--- src/sv/sbpd_isqrt.sv ---
// iterative integer square root, one result bit per cycle
// depends on nothing; started by the top level sequencer
`timescale 1ns / 1ps
`default_nettype none

module sbpd_isqrt
(
    input  wire logic        clk,
    input  wire logic        rst_n,
    input  wire logic        start,
    input  wire logic [63:0] radicand,
    output logic      [31:0] root,
    output logic             done
);

    logic [63:0] rad_reg;
    logic [34:0] rem_reg;
    logic [31:0] root_reg;
    logic [4:0]  cnt_reg;
    logic        busy_reg;
    logic        done_reg;

    logic [34:0] rem_shift;
    logic [34:0] trial;
    logic        fits;

    // bring down two radicand bits, try root*4+1
    assign rem_shift = {rem_reg[32:0], rad_reg[63:62]};
    assign trial     = {1'b0, root_reg, 2'b01};
    assign fits      = (rem_shift >= trial);

    always_ff @(posedge clk or negedge rst_n)
    begin
        if (!rst_n)
        begin
            busy_reg <= 1'b0;
            done_reg <= 1'b0;
            cnt_reg  <= '0;
        end
        else
        begin
            done_reg <= 1'b0;
            if (start)
            begin
                busy_reg <= 1'b1;
                cnt_reg  <= '0;
            end
            else if (busy_reg)
            begin
                cnt_reg <= cnt_reg + 5'd1;
                if (cnt_reg == 5'd31)
                begin
                    busy_reg <= 1'b0;
                    done_reg <= 1'b1;
                end
            end
        end
    end

    always_ff @(posedge clk)
    begin
        if (start)
        begin
            rad_reg  <= radicand;
            rem_reg  <= '0;
            root_reg <= '0;
        end
        else if (busy_reg)
        begin
            rad_reg <= {rad_reg[61:0], 2'b00};
            if (fits)
            begin
                rem_reg  <= rem_shift - trial;
                root_reg <= {root_reg[30:0], 1'b1};
            end
            else
            begin
                rem_reg  <= rem_shift;
                root_reg <= {root_reg[30:0], 1'b0};
            end
        end
    end

    assign root = root_reg;
    assign done = done_reg;

endmodule

`default_nettype wire

--- config.mk ---
export PLATFORM = sky130hd
export DESIGN_NAME = sbpd_isqrt
export DESIGN_NICKNAME = d
export VERILOG_FILES = /design/src/sv/sbpd_isqrt.sv
export SDC_FILE = /design/constraint.sdc
export NUM_CORES = 1
export LEC_CHECK = 0
export ABC_AREA = 1
export BUFFER_PORTS_ARGS = -buffer_cell sky130_fd_sc_hd__buf_2
export CAP_MARGIN = 20
export CORE_UTILIZATION = 45
export DETAILED_ROUTE_END_ITERATION = 12
export SKIP_CTS_REPAIR_TIMING = 1
export SLEW_MARGIN = 20
export SYNTH_ARGS = -nofsm -noshare
export SYNTH_HDL_FRONTEND = slang
export SYNTH_SLANG_ARGS = --single-unit
--- constraint.sdc ---
create_clock -name clk -period 4.3 [get_ports clk]
set_input_delay 0.215 -clock clk [delete_from_list [all_inputs] [get_ports clk]]
set_output_delay 0.215 -clock clk [all_outputs]
set_load 0.01 [all_outputs]
== Word-level counts from Yosys, hierarchy flattened ==
Index checks and enable logic that the tools add are counted.
Cells by class
  add/subtract/negate cells: 2
  order comparisons: 1
  eq/ne operators: 1
  multiplexer cells: 12
  reductions and logical operators: 1
Operators by type and width (number)
  2-to-1 mux 64 bit: 2
  greater-or-equal comparator 35 x 34 -> 1 bit: 1
  2-to-1 mux 33 bit: 1
  subtractor 33 bit: 1
  2-to-1 mux 5 bit: 2
  2-to-1 mux 1 bit: 7
  adder 5 x 1 -> 5 bit, second input constant: 1
  == test 5 bit, second input constant: 1
  nonzero test 2 bit: 1
Word-level totals
  register bits: 136
  bits of input ports: 67
  output and inout port bits: 33
  word-level logic and storage cells: 23

== Depth between registers and ports, before layout ==
Gate-level depths: netlist of the first run.
  depth after elaboration: 4
  mapped depth: 17
  gate-level depth less buffers: 16

== Worst setup path before layout of the first run ==
OpenSTA, ideal clock, no wires.
  path kind: flip-flop to flip-flop
  start: register busy_reg
  end: register rad_reg[0] (enable)
  library setup time: 0.453 ns
  data arrival time: 2.581 ns
  required time: 3.847 ns
  setup slack: 1.265 ns
  stages on the path, launching flop included: 4
  path buffers: 1
  period minus slack after synthesis: 3.035 ns
  path through: dfrtp_1 nor2_1 clkinv_1 buf_1
Between the ends
  longest elaborated chain between the ends: 1
Ends and longest elaborated chain
  from (decl): line 20  | logic busy_reg;
  from (signal assigned): line 36  | busy_reg <= 1'b0;
  from (signal assigned): line 45  | busy_reg <= 1'b1;
  from (signal assigned): line 53  | busy_reg <= 1'b0;
  nonzero test 2 bit (no source line)
  to (signal assigned): line 64  | rad_reg <= radicand;
  to (signal assigned): line 70  | rad_reg <= {rad_reg[61:0], 2'b00};
  to (decl): line 16  | logic [63:0] rad_reg;
Every way passes these cells.
A chain may end at the register's enable or synchronous reset.

== Worst setup path after layout of the first run ==
  start: register root_reg[20], in the netlist root[20]
  end: register rem_reg[26]
Between the ends
  longest elaborated chain between the ends: 2
  elaborated cells between the ends (all ways): 3
  those cells by class: 1 x add/sub; 1 x order compare; 1 x mux
Ends and longest elaborated chain
  from (decl): line 18  | logic [31:0] root_reg;
  from (signal assigned): line 74  | root_reg <= {root_reg[30:0], 1'b1};
  from (signal assigned): line 79  | root_reg <= {root_reg[30:0], 1'b0};
  subtractor 33 bit or greater-or-equal comparator 35 x 34 -> 1 bit (tied branches): line 73, 30
  2-to-1 mux 33 bit *: line 71  | if (fits)
  to (signal assigned): line 73  | rem_reg <= rem_shift - trial;
  to (signal assigned): line 78  | rem_reg <= rem_shift;
  to (decl): line 17  | logic [34:0] rem_reg;
Every way passes the cells marked *; elsewhere a longest branch is shown, timed or not.

==> impl_results.md, run 1 <==
- Fmax achieved: 384 MHz
- Initial DRC Count: 323
- Synth unique cells: 36
- CTS root buf: clkbuf_16
- Leak: 4.99 nW
- Max Cap Viol: 0
- Gr usage total: 23.3%
- Vias in the first global route: 6894
- CORE AREA: 17400 sq um
- Total grt overflow: 0
- Main flop type after synthesis: dfxtp_1
- Clock Path Buffers: 2
- Area contributors post-synth: nand2_1 25%, edfxtp_1 24%, dfxtp_1 16%, inv_1 7.0%, ha_1 5.6%
- Setup violators final: 0
- First-pass GRT wire length: 33500 microns
- Die X: 136 microns
- Die height: 136 microns
- Most frequent cell on the critical path: nand2_1
- Hold WC Path Type: in -> reg
- Net Count, Synth: 1256
- FF-to-FF path depth: 14
- Post-synthesis sequential area ratio: 42.3%
- Initial antenna violation count: 0
- Nets: 1348
- Status: finished, final reports clean
- DPL Wire Length: 14500 microns
- Final period util: 60.5%
- Vias: 7183
- Crit path launch type: flip-flop
- Crit Path Category: reg -> reg
- H-tree levels: 4
- Setup slack at placement: 1.70 ns
- Worst-path clk slew: 0.06 ns
- Syn-to-layout area delta: 16.5%
- Post-Syn Area: 8040 sq um
- Initial Utilization: 46.3%
- Gp weighted congestion: 0.983
- Pwr dens: 717 nW/um^2
- Max-slew headroom: 51.7%
- Area leader, netlist: nand2_1
- Synth warnings: 0
- Fin. max-slew vios: 0
- Max reg flops: 64
- I/O pin total: 100
- Largest net degree at the start of global routing: 69
- Residual DRC count: 0
- Wire per inst: 13.6 microns
- Setup crit end kind: flip-flop
- Layout cells sized above 1: 12.7%
- Total power: 0.00671 W
- Max FO, Critical Path: 42
- EDFF count, synth: 64
- FP Rows: 48
- CTS Sinks: 136
- Post-route ant nets: 0
- Clk_skew: 0.00709 ns
- Fin Setup TNS: 0 ns
- Vias per inst: 4.84
- Final hold violations: 0
- CTS tree: built
- Syn avg cell area: 6.97 sq um
- Worst skew pair latency: 0.42 ns
- Top-area cell type share of the netlist area: 24.6%
- Worst-margin pin slew: 0.724 ns
- Routed WL: 20100 microns
- Cells along the critical path: inv_1 > ha_1 > a21oi_1 > nand2_1 > nand2_1 > nand2_1 > nand2_1 > nand2_1 > nor2_8 > nand2_8 > nand2_2 > nand2_1 > nand2_1 > nand2_1
- CP arrival: 2.92 ns
- Req. time, crit path: 4.62 ns
- Ant diodes: 0
- Min cycle time layout: 2.60 ns
- Setup slack after layout: 1.70 ns
- RSZ-0062 raised after global routing: no
- Worst stage delay on the critical path: 0.37 ns
- Syn Inst Count: 1153
- Worst vdd rail ir drop: 351 uV
- DR pass1 iterations: 5
- Die ar.: 18400 sq um
- Ys async rst share: 5.15%
- # port buffers: 99
- Worst Hold Path Cells: 3
- Post-synthesis register bit count: 136
- Cts bufs inserted: 17
- Critical-path top delay cell: ha_1
==> cells by family after synthesis <==
| group | count (synthesis) | synth area share [%] |
|---|---|---|
| AOI/OAI and AO/OA | 76 | 5.46 |
| xor gates and xnor gates | 15 | 1.63 |
| adders and majority gates | 36 | 5.60 |
| buffers and inverters | 188 | 9.18 |
| DFF | 136 | 42.3 |
| and+or+nand+nor | 702 | 35.9 |
==> per-stage QoR <==
step	util, %	hold WS, ns	std cells	instance area, sq um
6_report	54.0	0.0479	1483	9370
5_1_grt	54.0	0.0457	1483	9370
4_1_cts	53.9	-0.393	1482	9360
3_5_place_dp	50.3	0.0530	1450	8730
3_3_place_gp	50.2	0.0568	1449	8710
2_1_floorplan	-	-0.0806	1153	8040
==> path summary, 6_finish.rpt <==
path | from | end | slack (ns)
min in group asynchronous | rst_n | cnt_reg[4] | 0.17
min | radicand[1] | rad_reg[1] | 0.05
max | root[20] | rem_reg[26] | 1.70
max in group asynchronous | rst_n | cnt_reg[1] | 3.98
max reg2reg | root[20] | rem_reg[26] | 1.70
min reg2reg | rem_reg[31] | rem_reg[31] | 0.46
==> cell type report <==
type	instances	area, sq um
multi-input cells	829	3910
flip-flops and latches	136	3400
fillers	1763	7990
inverters	155	583
clock buffers	18	429
well taps	225	282
repair buffers	106	571
clock inverters	14	193
==> layout by cell type, fill, tap and decap left out, drive strengths merged, types with 8 or more instances in the layout <==
cell / synthesis / routed
edfxtp: 64 / 64
clkbuf: 26 / 18
nor2: 73 / 73
buf: 7 / 105
o21ai: 16 / 16
xor2: 8 / 8
inv: 154 / 157
nand3: 73 / 73
ha: 36 / 36
nand2: 534 / 534
dfxtp: 65 / 65
o22ai: 31 / 31
a21oi: 23 / 23
nand3b: 8 / 8
==> per-layer routing <==
layer | part of all wire (%) | GRT usage, % | routed length [microns] | vias to the layer above
met5 | 0 | 0 | 0 | -
met4 | 1.8 | 6.37 | 365 | 0
met3 | 4.6 | 5.61 | 919 | 28
met2 | 47 | 39.3 | 9500 | 151
met1 | 46 | 29.6 | 9330 | 3201
li1 | - | - | - | 3803
==> critical path, delay by kind of cell (launching register included) <==
kind	cells	cell delay, ns
AOI/OAI and AO/OA	1	0.29
buffers and inverters	1	0.07
adders and majority gates	1	0.37
and+or+nand+nor	11	1.43
DFF	1	0.32
==> cells in the mapped netlist, types with 2 or more instances <==
cell type and instances:
o22ai_1 31, xor2_1 8, nand2_2 4, edfxtp_1 64, inv_1 151, nor3_1 5, a21oi_1 22, o21ai_1 10
ha_1 36, dfxtp_1 65, clkbuf_1 26, inv_2 3, nand4_1 6, nor2_2 7, nand3b_1 8, buf_2 2
buf_6 4, nand2_4 2, and2_1 2, nand3_2 2, o21ai_0 6, a21o_1 2, dfrtp_1 7, o21bai_1 3
nand2_1 527, xnor2_1 7, nand3_1 71, nor2_1 64
==> power by group <==
part | total, W | switching (W) | internal [W] | leakage, nW
registers | 0.00168 | 0.000120 | 0.00156 | 1.33
logic | 0.00346 | 0.00228 | 0.00117 | 3.36
clock network | 0.00157 | 0.000598 | 0.000975 | 0.301
(Power assumes the default switching activity.)
==> inputs of run 2 (changes only) <==
--- a/config.mk
+++ b/config.mk
@@ -10,6 +10,7 @@
 export CAP_MARGIN = 20
 export CORE_UTILIZATION = 45
 export DETAILED_ROUTE_END_ITERATION = 12
+export PLACE_DENSITY = 0.67
 export SKIP_CTS_REPAIR_TIMING = 1
 export SLEW_MARGIN = 20
 export SYNTH_ARGS = -nofsm -noshare
==> constraint.sdc (replaced) <==
create_clock -name clk -period 2.16 [get_ports clk]
set_input_delay 0.108 -clock clk [delete_from_list [all_inputs] [get_ports clk]]
set_output_delay 0.108 -clock clk [all_outputs]
set_load 0.01 [all_outputs]
==> impl_results.md, run 2 (synthesis gave the netlist of run 1 again) <==
- CORE AREA: 17400 sq um
- DR pass1 iterations: 5
- DP Cell Count: 1500
- Final hold violations: 3
- Worst vdd rail ir drop: 1060 uV
- Seq pwr share: 22.7%
- I/O pin total: 100
- Max reg flops: 64
- Initial DRC Count: 433
- Layout Cells excl Fill: 1601
- Min cycle time layout: 2.03 ns
- Req. time, crit path: 2.48 ns
- RSZ-0062 raised after global routing: yes
- Vias per inst: 4.95
- Post-route ant nets: 0
- Worst stage delay on the critical path: 0.32 ns
- Gr usage total: 24.5%
- Largest net degree at the start of global routing: 75
- Commonest cells after routing, fill and taps aside: 506 x nand2_1, 145 x inv_1, 99 x buf_2
- Residual DRC count: 0
- Max FO, Critical Path: 8
- Setup slack at placement: -0.0278 ns
- CTS tree: built
- Max Cap Viol: 0
- FP Rows: 48
- HP Start: radicand[4]
- Final core occ: 63.1%
- Routed WL: 23300 microns
- Die ar.: 18400 sq um
- Clk pwr share: 20.4%
- Nets: 1466
- Commonest non-fill, non-tap cell in the layout: nand2_1
- Fmax achieved: 492 MHz
- Die X: 136 microns
- Setup violators final: 0
- CP arrival: 2.36 ns
- Setup crit end kind: flip-flop
- Critical-path top delay cell: dfxtp_1
- Most frequent cell on the critical path: nand2_1
- Worst skew pair latency: 0.43 ns
- Initial antenna violation count: 0
- CTS Sinks: 136
- Fin Setup TNS: 0 ns
- Cts bufs inserted: 17
- Total grt overflow: 0
- Worst hold slack: -0.0289 ns
- Initial Utilization: 46.3%
- Reg-to-Reg Start: root[26]
- Pwr dens: 1390 nW/um^2
- Vias in the first global route: 7296
- CP Launch Point: root[26]
- # port buffers: 99
- Vias: 7928
- Wire per inst: 14.6 microns
- Worst-path clk slew: 0.07 ns
- Worst-margin pin slew: 0.416 ns
- Max-slew headroom: 72.2%
- Switching share of power: 43.7%
- Status: complete, but fails checks
- Fillers: 1540
- Hold WC Path Type: in -> reg
- Fin. max-slew vios: 0
- Combinational share of power: 56.9%
- Net Switching: 0.00664 W
- First-pass GRT wire length: 35100 microns
- Ant diodes: 0
- CTS root buf: clkbuf_16
- Die height: 136 microns
- Clock Path Buffers: 2
- Setup slack after layout: 0.126 ns
- Crit Path Category: reg -> reg
- Cells along the critical path: inv_1 > ha_4 > nand2_1 > nand2_1 > nand3_2 > nand2_1 > a21oi_1 > nand2_2 > nor2_8 > nand2_8 > nand2_2 > nand2_1 > nand2_1 > nand2_1
- Leak: 5.56 nW
- Clk_skew: 0.0109 ns
- Internal: 0.00856 W
- Gp weighted congestion: 0.924
- H-tree levels: 4
- Crit path launch type: flip-flop
- DPL Wire Length: 15200 microns
- Layout cells sized above 1: 21.7%
- Failing checks: negative hold slack
- Syn-to-layout area delta: 36.2%
- Final period util: 94.2%
[run 2: cell types whose count changed in the layout (fill, tap and decap cells not counted), moves of 4 or more]
cell	before	now
a21oi_1	22	14
a21oi_2	1	8
buf_4	5	57
dlygate4sd3_1	1	61
ha_1	36	6
ha_4	0	29
inv_1	150	145
inv_2	3	8
nand2_1	527	506
nand2_2	4	24
nor2_1	62	52
nor2_2	9	15
nor2_4	1	5
[run 2: final cells by class]
type | count | area, sq um | area share, %
flip-flops and latches | 136 | 3400 | 31.1
well taps | 225 | 282 | 2.57
repair buffers | 224 | 1650 | 15.1
clock buffers | 17 | 425 | 3.88
clock inverters | 15 | 189 | 1.72
inverters | 155 | 583 | 5.32
multi-input cells | 829 | 4420 | 40.4
[run 2: final timing paths]
path                                     to  slack, ns  cells after the start
worst max-delay path            rem_reg[22]       0.13                     14
worst min-delay path             rad_reg[4]      -0.03                      3
worst max register to register  rem_reg[22]       0.13                     14
worst min register to register  rem_reg[31]       0.46                      2
max in group asynchronous        cnt_reg[3]       1.95                      2
min in group asynchronous        cnt_reg[2]       0.04                      2
[run 2: routing by layer]
metal	GRT usage, %	wire [microns]	vias to the layer above
met2	40.6	11400	227
met3	5.72	1340	41
met1	31.5	10100	3618
met4	7.49	470	0
met5	0	0	-
li1	-	-	4042
[run 2: worst max-delay path: cells and delay by family (launching register included)]
family / cells / cell delay, ns
AOI/OAI and AO/OA: 1 / 0.16
adders and majority gates: 1 / 0.26
buffers and inverters: 1 / 0.07
DFF: 1 / 0.32
and+or+nand+nor: 11 / 1.12
[run 2: stage by stage]
step,instance area [sq um],power [W]
global route,11000,0.0165
detailed placement,9130,0.0108
floorplan,8040,0.00875
finish,11000,0.0152
CTS,9740,0.0140
global placement,9130,0.0108
[run 2: power groups by stage]
| stage | registers [W] | clock network (W) | logic (W) |
|---|---|---|---|
| after global placement | 0.00339 | 0 | 0.00740 |
| after CTS | 0.00334 | 0.00314 | 0.00751 |
| after global routing | 0.00348 | 0.00327 | 0.00972 |
| final | 0.00344 | 0.00310 | 0.00866 |
| after detailed placement | 0.00339 | 0 | 0.00746 |
| after floorplan | 0.00334 | 0 | 0.00541 |
==> inputs of run 3 (changes only) <==
==> constraint.sdc (replaced) <==
create_clock -name clk -period 2.16 [get_ports clk]
set_input_delay 0.108 -clock clk [delete_from_list [all_inputs] [get_ports clk]]
set_output_delay 0.108 -clock clk [all_outputs]
set_load 0.1 [all_outputs]
==> impl_results.md, run 3 (synthesis gave the netlist of run 1 again) <==
- Die height: 136 microns
- Initial antenna violation count: 0
- Max-slew headroom: 59.8%
- Worst-margin pin slew: 0.603 ns
- Met2 routed WL: 12100 microns
- Fmax achieved: 482 MHz
- Reg2reg end: rem_reg[27]
- CP Launch Point: root[0]
- Cts bufs inserted: 17
- H-tree levels: 4
- Net Switching: 0.00694 W
- Die X: 136 microns
- Combinational share of power: 58.1%
- Max reg flops: 64
- Vias in the first global route: 6910
- Req. time, crit path: 2.49 ns
- Clock Path Buffers: 2
- Met3 routed WL: 1070 microns
- Top Layer Used: met4
- Dpl cell area: 9270 sq um
- Worst vdd rail ir drop: 787 uV
- Fin Setup TNS: 0 ns
- Crit path launch type: flip-flop
- Setup crit end kind: flip-flop
- Clk pwr share: 19.9%
- Min cycle time layout: 2.08 ns
- Total grt overflow: 0
- Switching share of power: 44.5%
- Residual DRC count: 0
- CP arrival: 2.40 ns
- Final hold violations: 2
- Commonest cells after routing, fill and taps aside: 503 x nand2_1, 130 x inv_1, 99 x buf_2
- Initial DRC Count: 488
- Gp weighted congestion: 0.884
- FF-to-FF path depth: 13
- CTS tree: built
- Ant diodes: 0
- Vias: 7865
- Hold WC Path Type: in -> reg
- Max FO, Critical Path: 6
- Initial Utilization: 46.3%
- Commonest non-fill, non-tap cell in the layout: nand2_1
- Total power: 0.0156 W
- Failing checks: negative hold slack
- Wire per inst: 15.1 microns
- Worst-path clk slew: 0.06 ns
- Worst hold slack: -0.0192 ns
- Die ar.: 18400 sq um
- Clk_skew: 0.00954 ns
- Largest net degree at the start of global routing: 64
- Vias per inst: 4.95
- Pwr dens: 1400 nW/um^2
- Fin. max-slew vios: 0
- CTS root buf: clkbuf_16
- Final period util: 96.1%
- Reg-to-Reg Start: root[0]
- WL met1: 10400 microns
- Setup violators final: 0
- Routed WL: 23900 microns
- Nets: 1455
- Crit path to: rem_reg[27]
- CTS Sinks: 136
- Gr usage total: 24.1%
- Final instance area: 11100 sq um
- Status: complete, but fails checks
- Layout cells sized above 1: 24.8%
- I/O pin total: 100
- Reg2Reg Setup Slack: 0.08 ns
- Post-route ant nets: 0
- First-pass GRT wire length: 34200 microns
- Seq pwr share: 22.0%
- Leak: 5.59 nW
- DR pass1 iterations: 5
- CORE AREA: 17400 sq um
- Syn-to-layout area delta: 38.6%
- # port buffers: 99
- Max Cap Viol: 0
- Internal: 0.00864 W
- FP Rows: 48
- DPL Wire Length: 15600 microns
- Worst skew pair latency: 0.44 ns
- Crit Path Category: reg -> reg
## run 3: layout make-up
| cell class | count | area, sq um |
|---|---|---|
| Clock buffer | 17 | 425 |
| Clock inverter | 15 | 189 |
| Fill cell | 1517 | 6210 |
| Inverter | 155 | 586 |
| Multi-Input combinational cell | 830 | 4500 |
| Sequential cell | 136 | 3530 |
| Tap cell | 225 | 282 |
| Timing Repair Buffer | 212 | 1640 |
## run 3: through the flow
step	setup WS [ns]	util [%]	std cells
3_3_place_gp	0.0159	53.4	1483
3_5_place_dp	-0.0350	53.4	1483
2_1_floorplan	0.00283	-	1153
5_1_grt	-0.00914	64.2	1590
6_report	0.0845	64.2	1590
4_1_cts	-0.0422	57.0	1515
## run 3: how the worst min path moves through the flow
| stage | startpoint | endpoint | slack, ns | cells past startpoint |
|---|---|---|---|---|
| floorplan | rst_n | busy_reg | -0.19 | 0 |
| global placement | rst_n | cnt_reg[3] | -0.05 | 1 |
| detailed placement | rst_n | cnt_reg[3] | -0.05 | 1 |
| CTS | rst_n | cnt_reg[3] | -0.52 | 1 |
| global route | radicand[12] | rad_reg[12] | 0.01 | 3 |
| finish | radicand[61] | rad_reg[61] | -0.02 | 3 |
## run 3: layer usage
layer | track usage, % | vias to the layer above
li1 | - | 4016
met2 | 40.3 | 209
met5 | 0 | -
met4 | 7.68 | 0
met1 | 30.9 | 3610
met3 | 5.13 | 30
## run 3: critical path, cell delays in order (launching register included)
cell     delay (ns)
dfxtp_4        0.34
inv_1          0.06
ha_2           0.38
o21ai_0        0.10
nand2_1        0.16
nand2_1        0.07
nand2_1        0.18
nand2_1        0.07
nand2_1        0.12
nand2_1        0.17
nand3_1        0.13
nand3_1        0.08
nand2_1        0.07
nand2_1        0.05
## run 3: power groups by stage
stage	registers, W	clock network [W]	logic, W
detailed placement	0.00340	0	0.00770
CTS	0.00335	0.00313	0.00774
finish	0.00343	0.00310	0.00905
global placement	0.00339	0	0.00766
global route	0.00348	0.00324	0.0100
floorplan	0.00347	0	0.00553
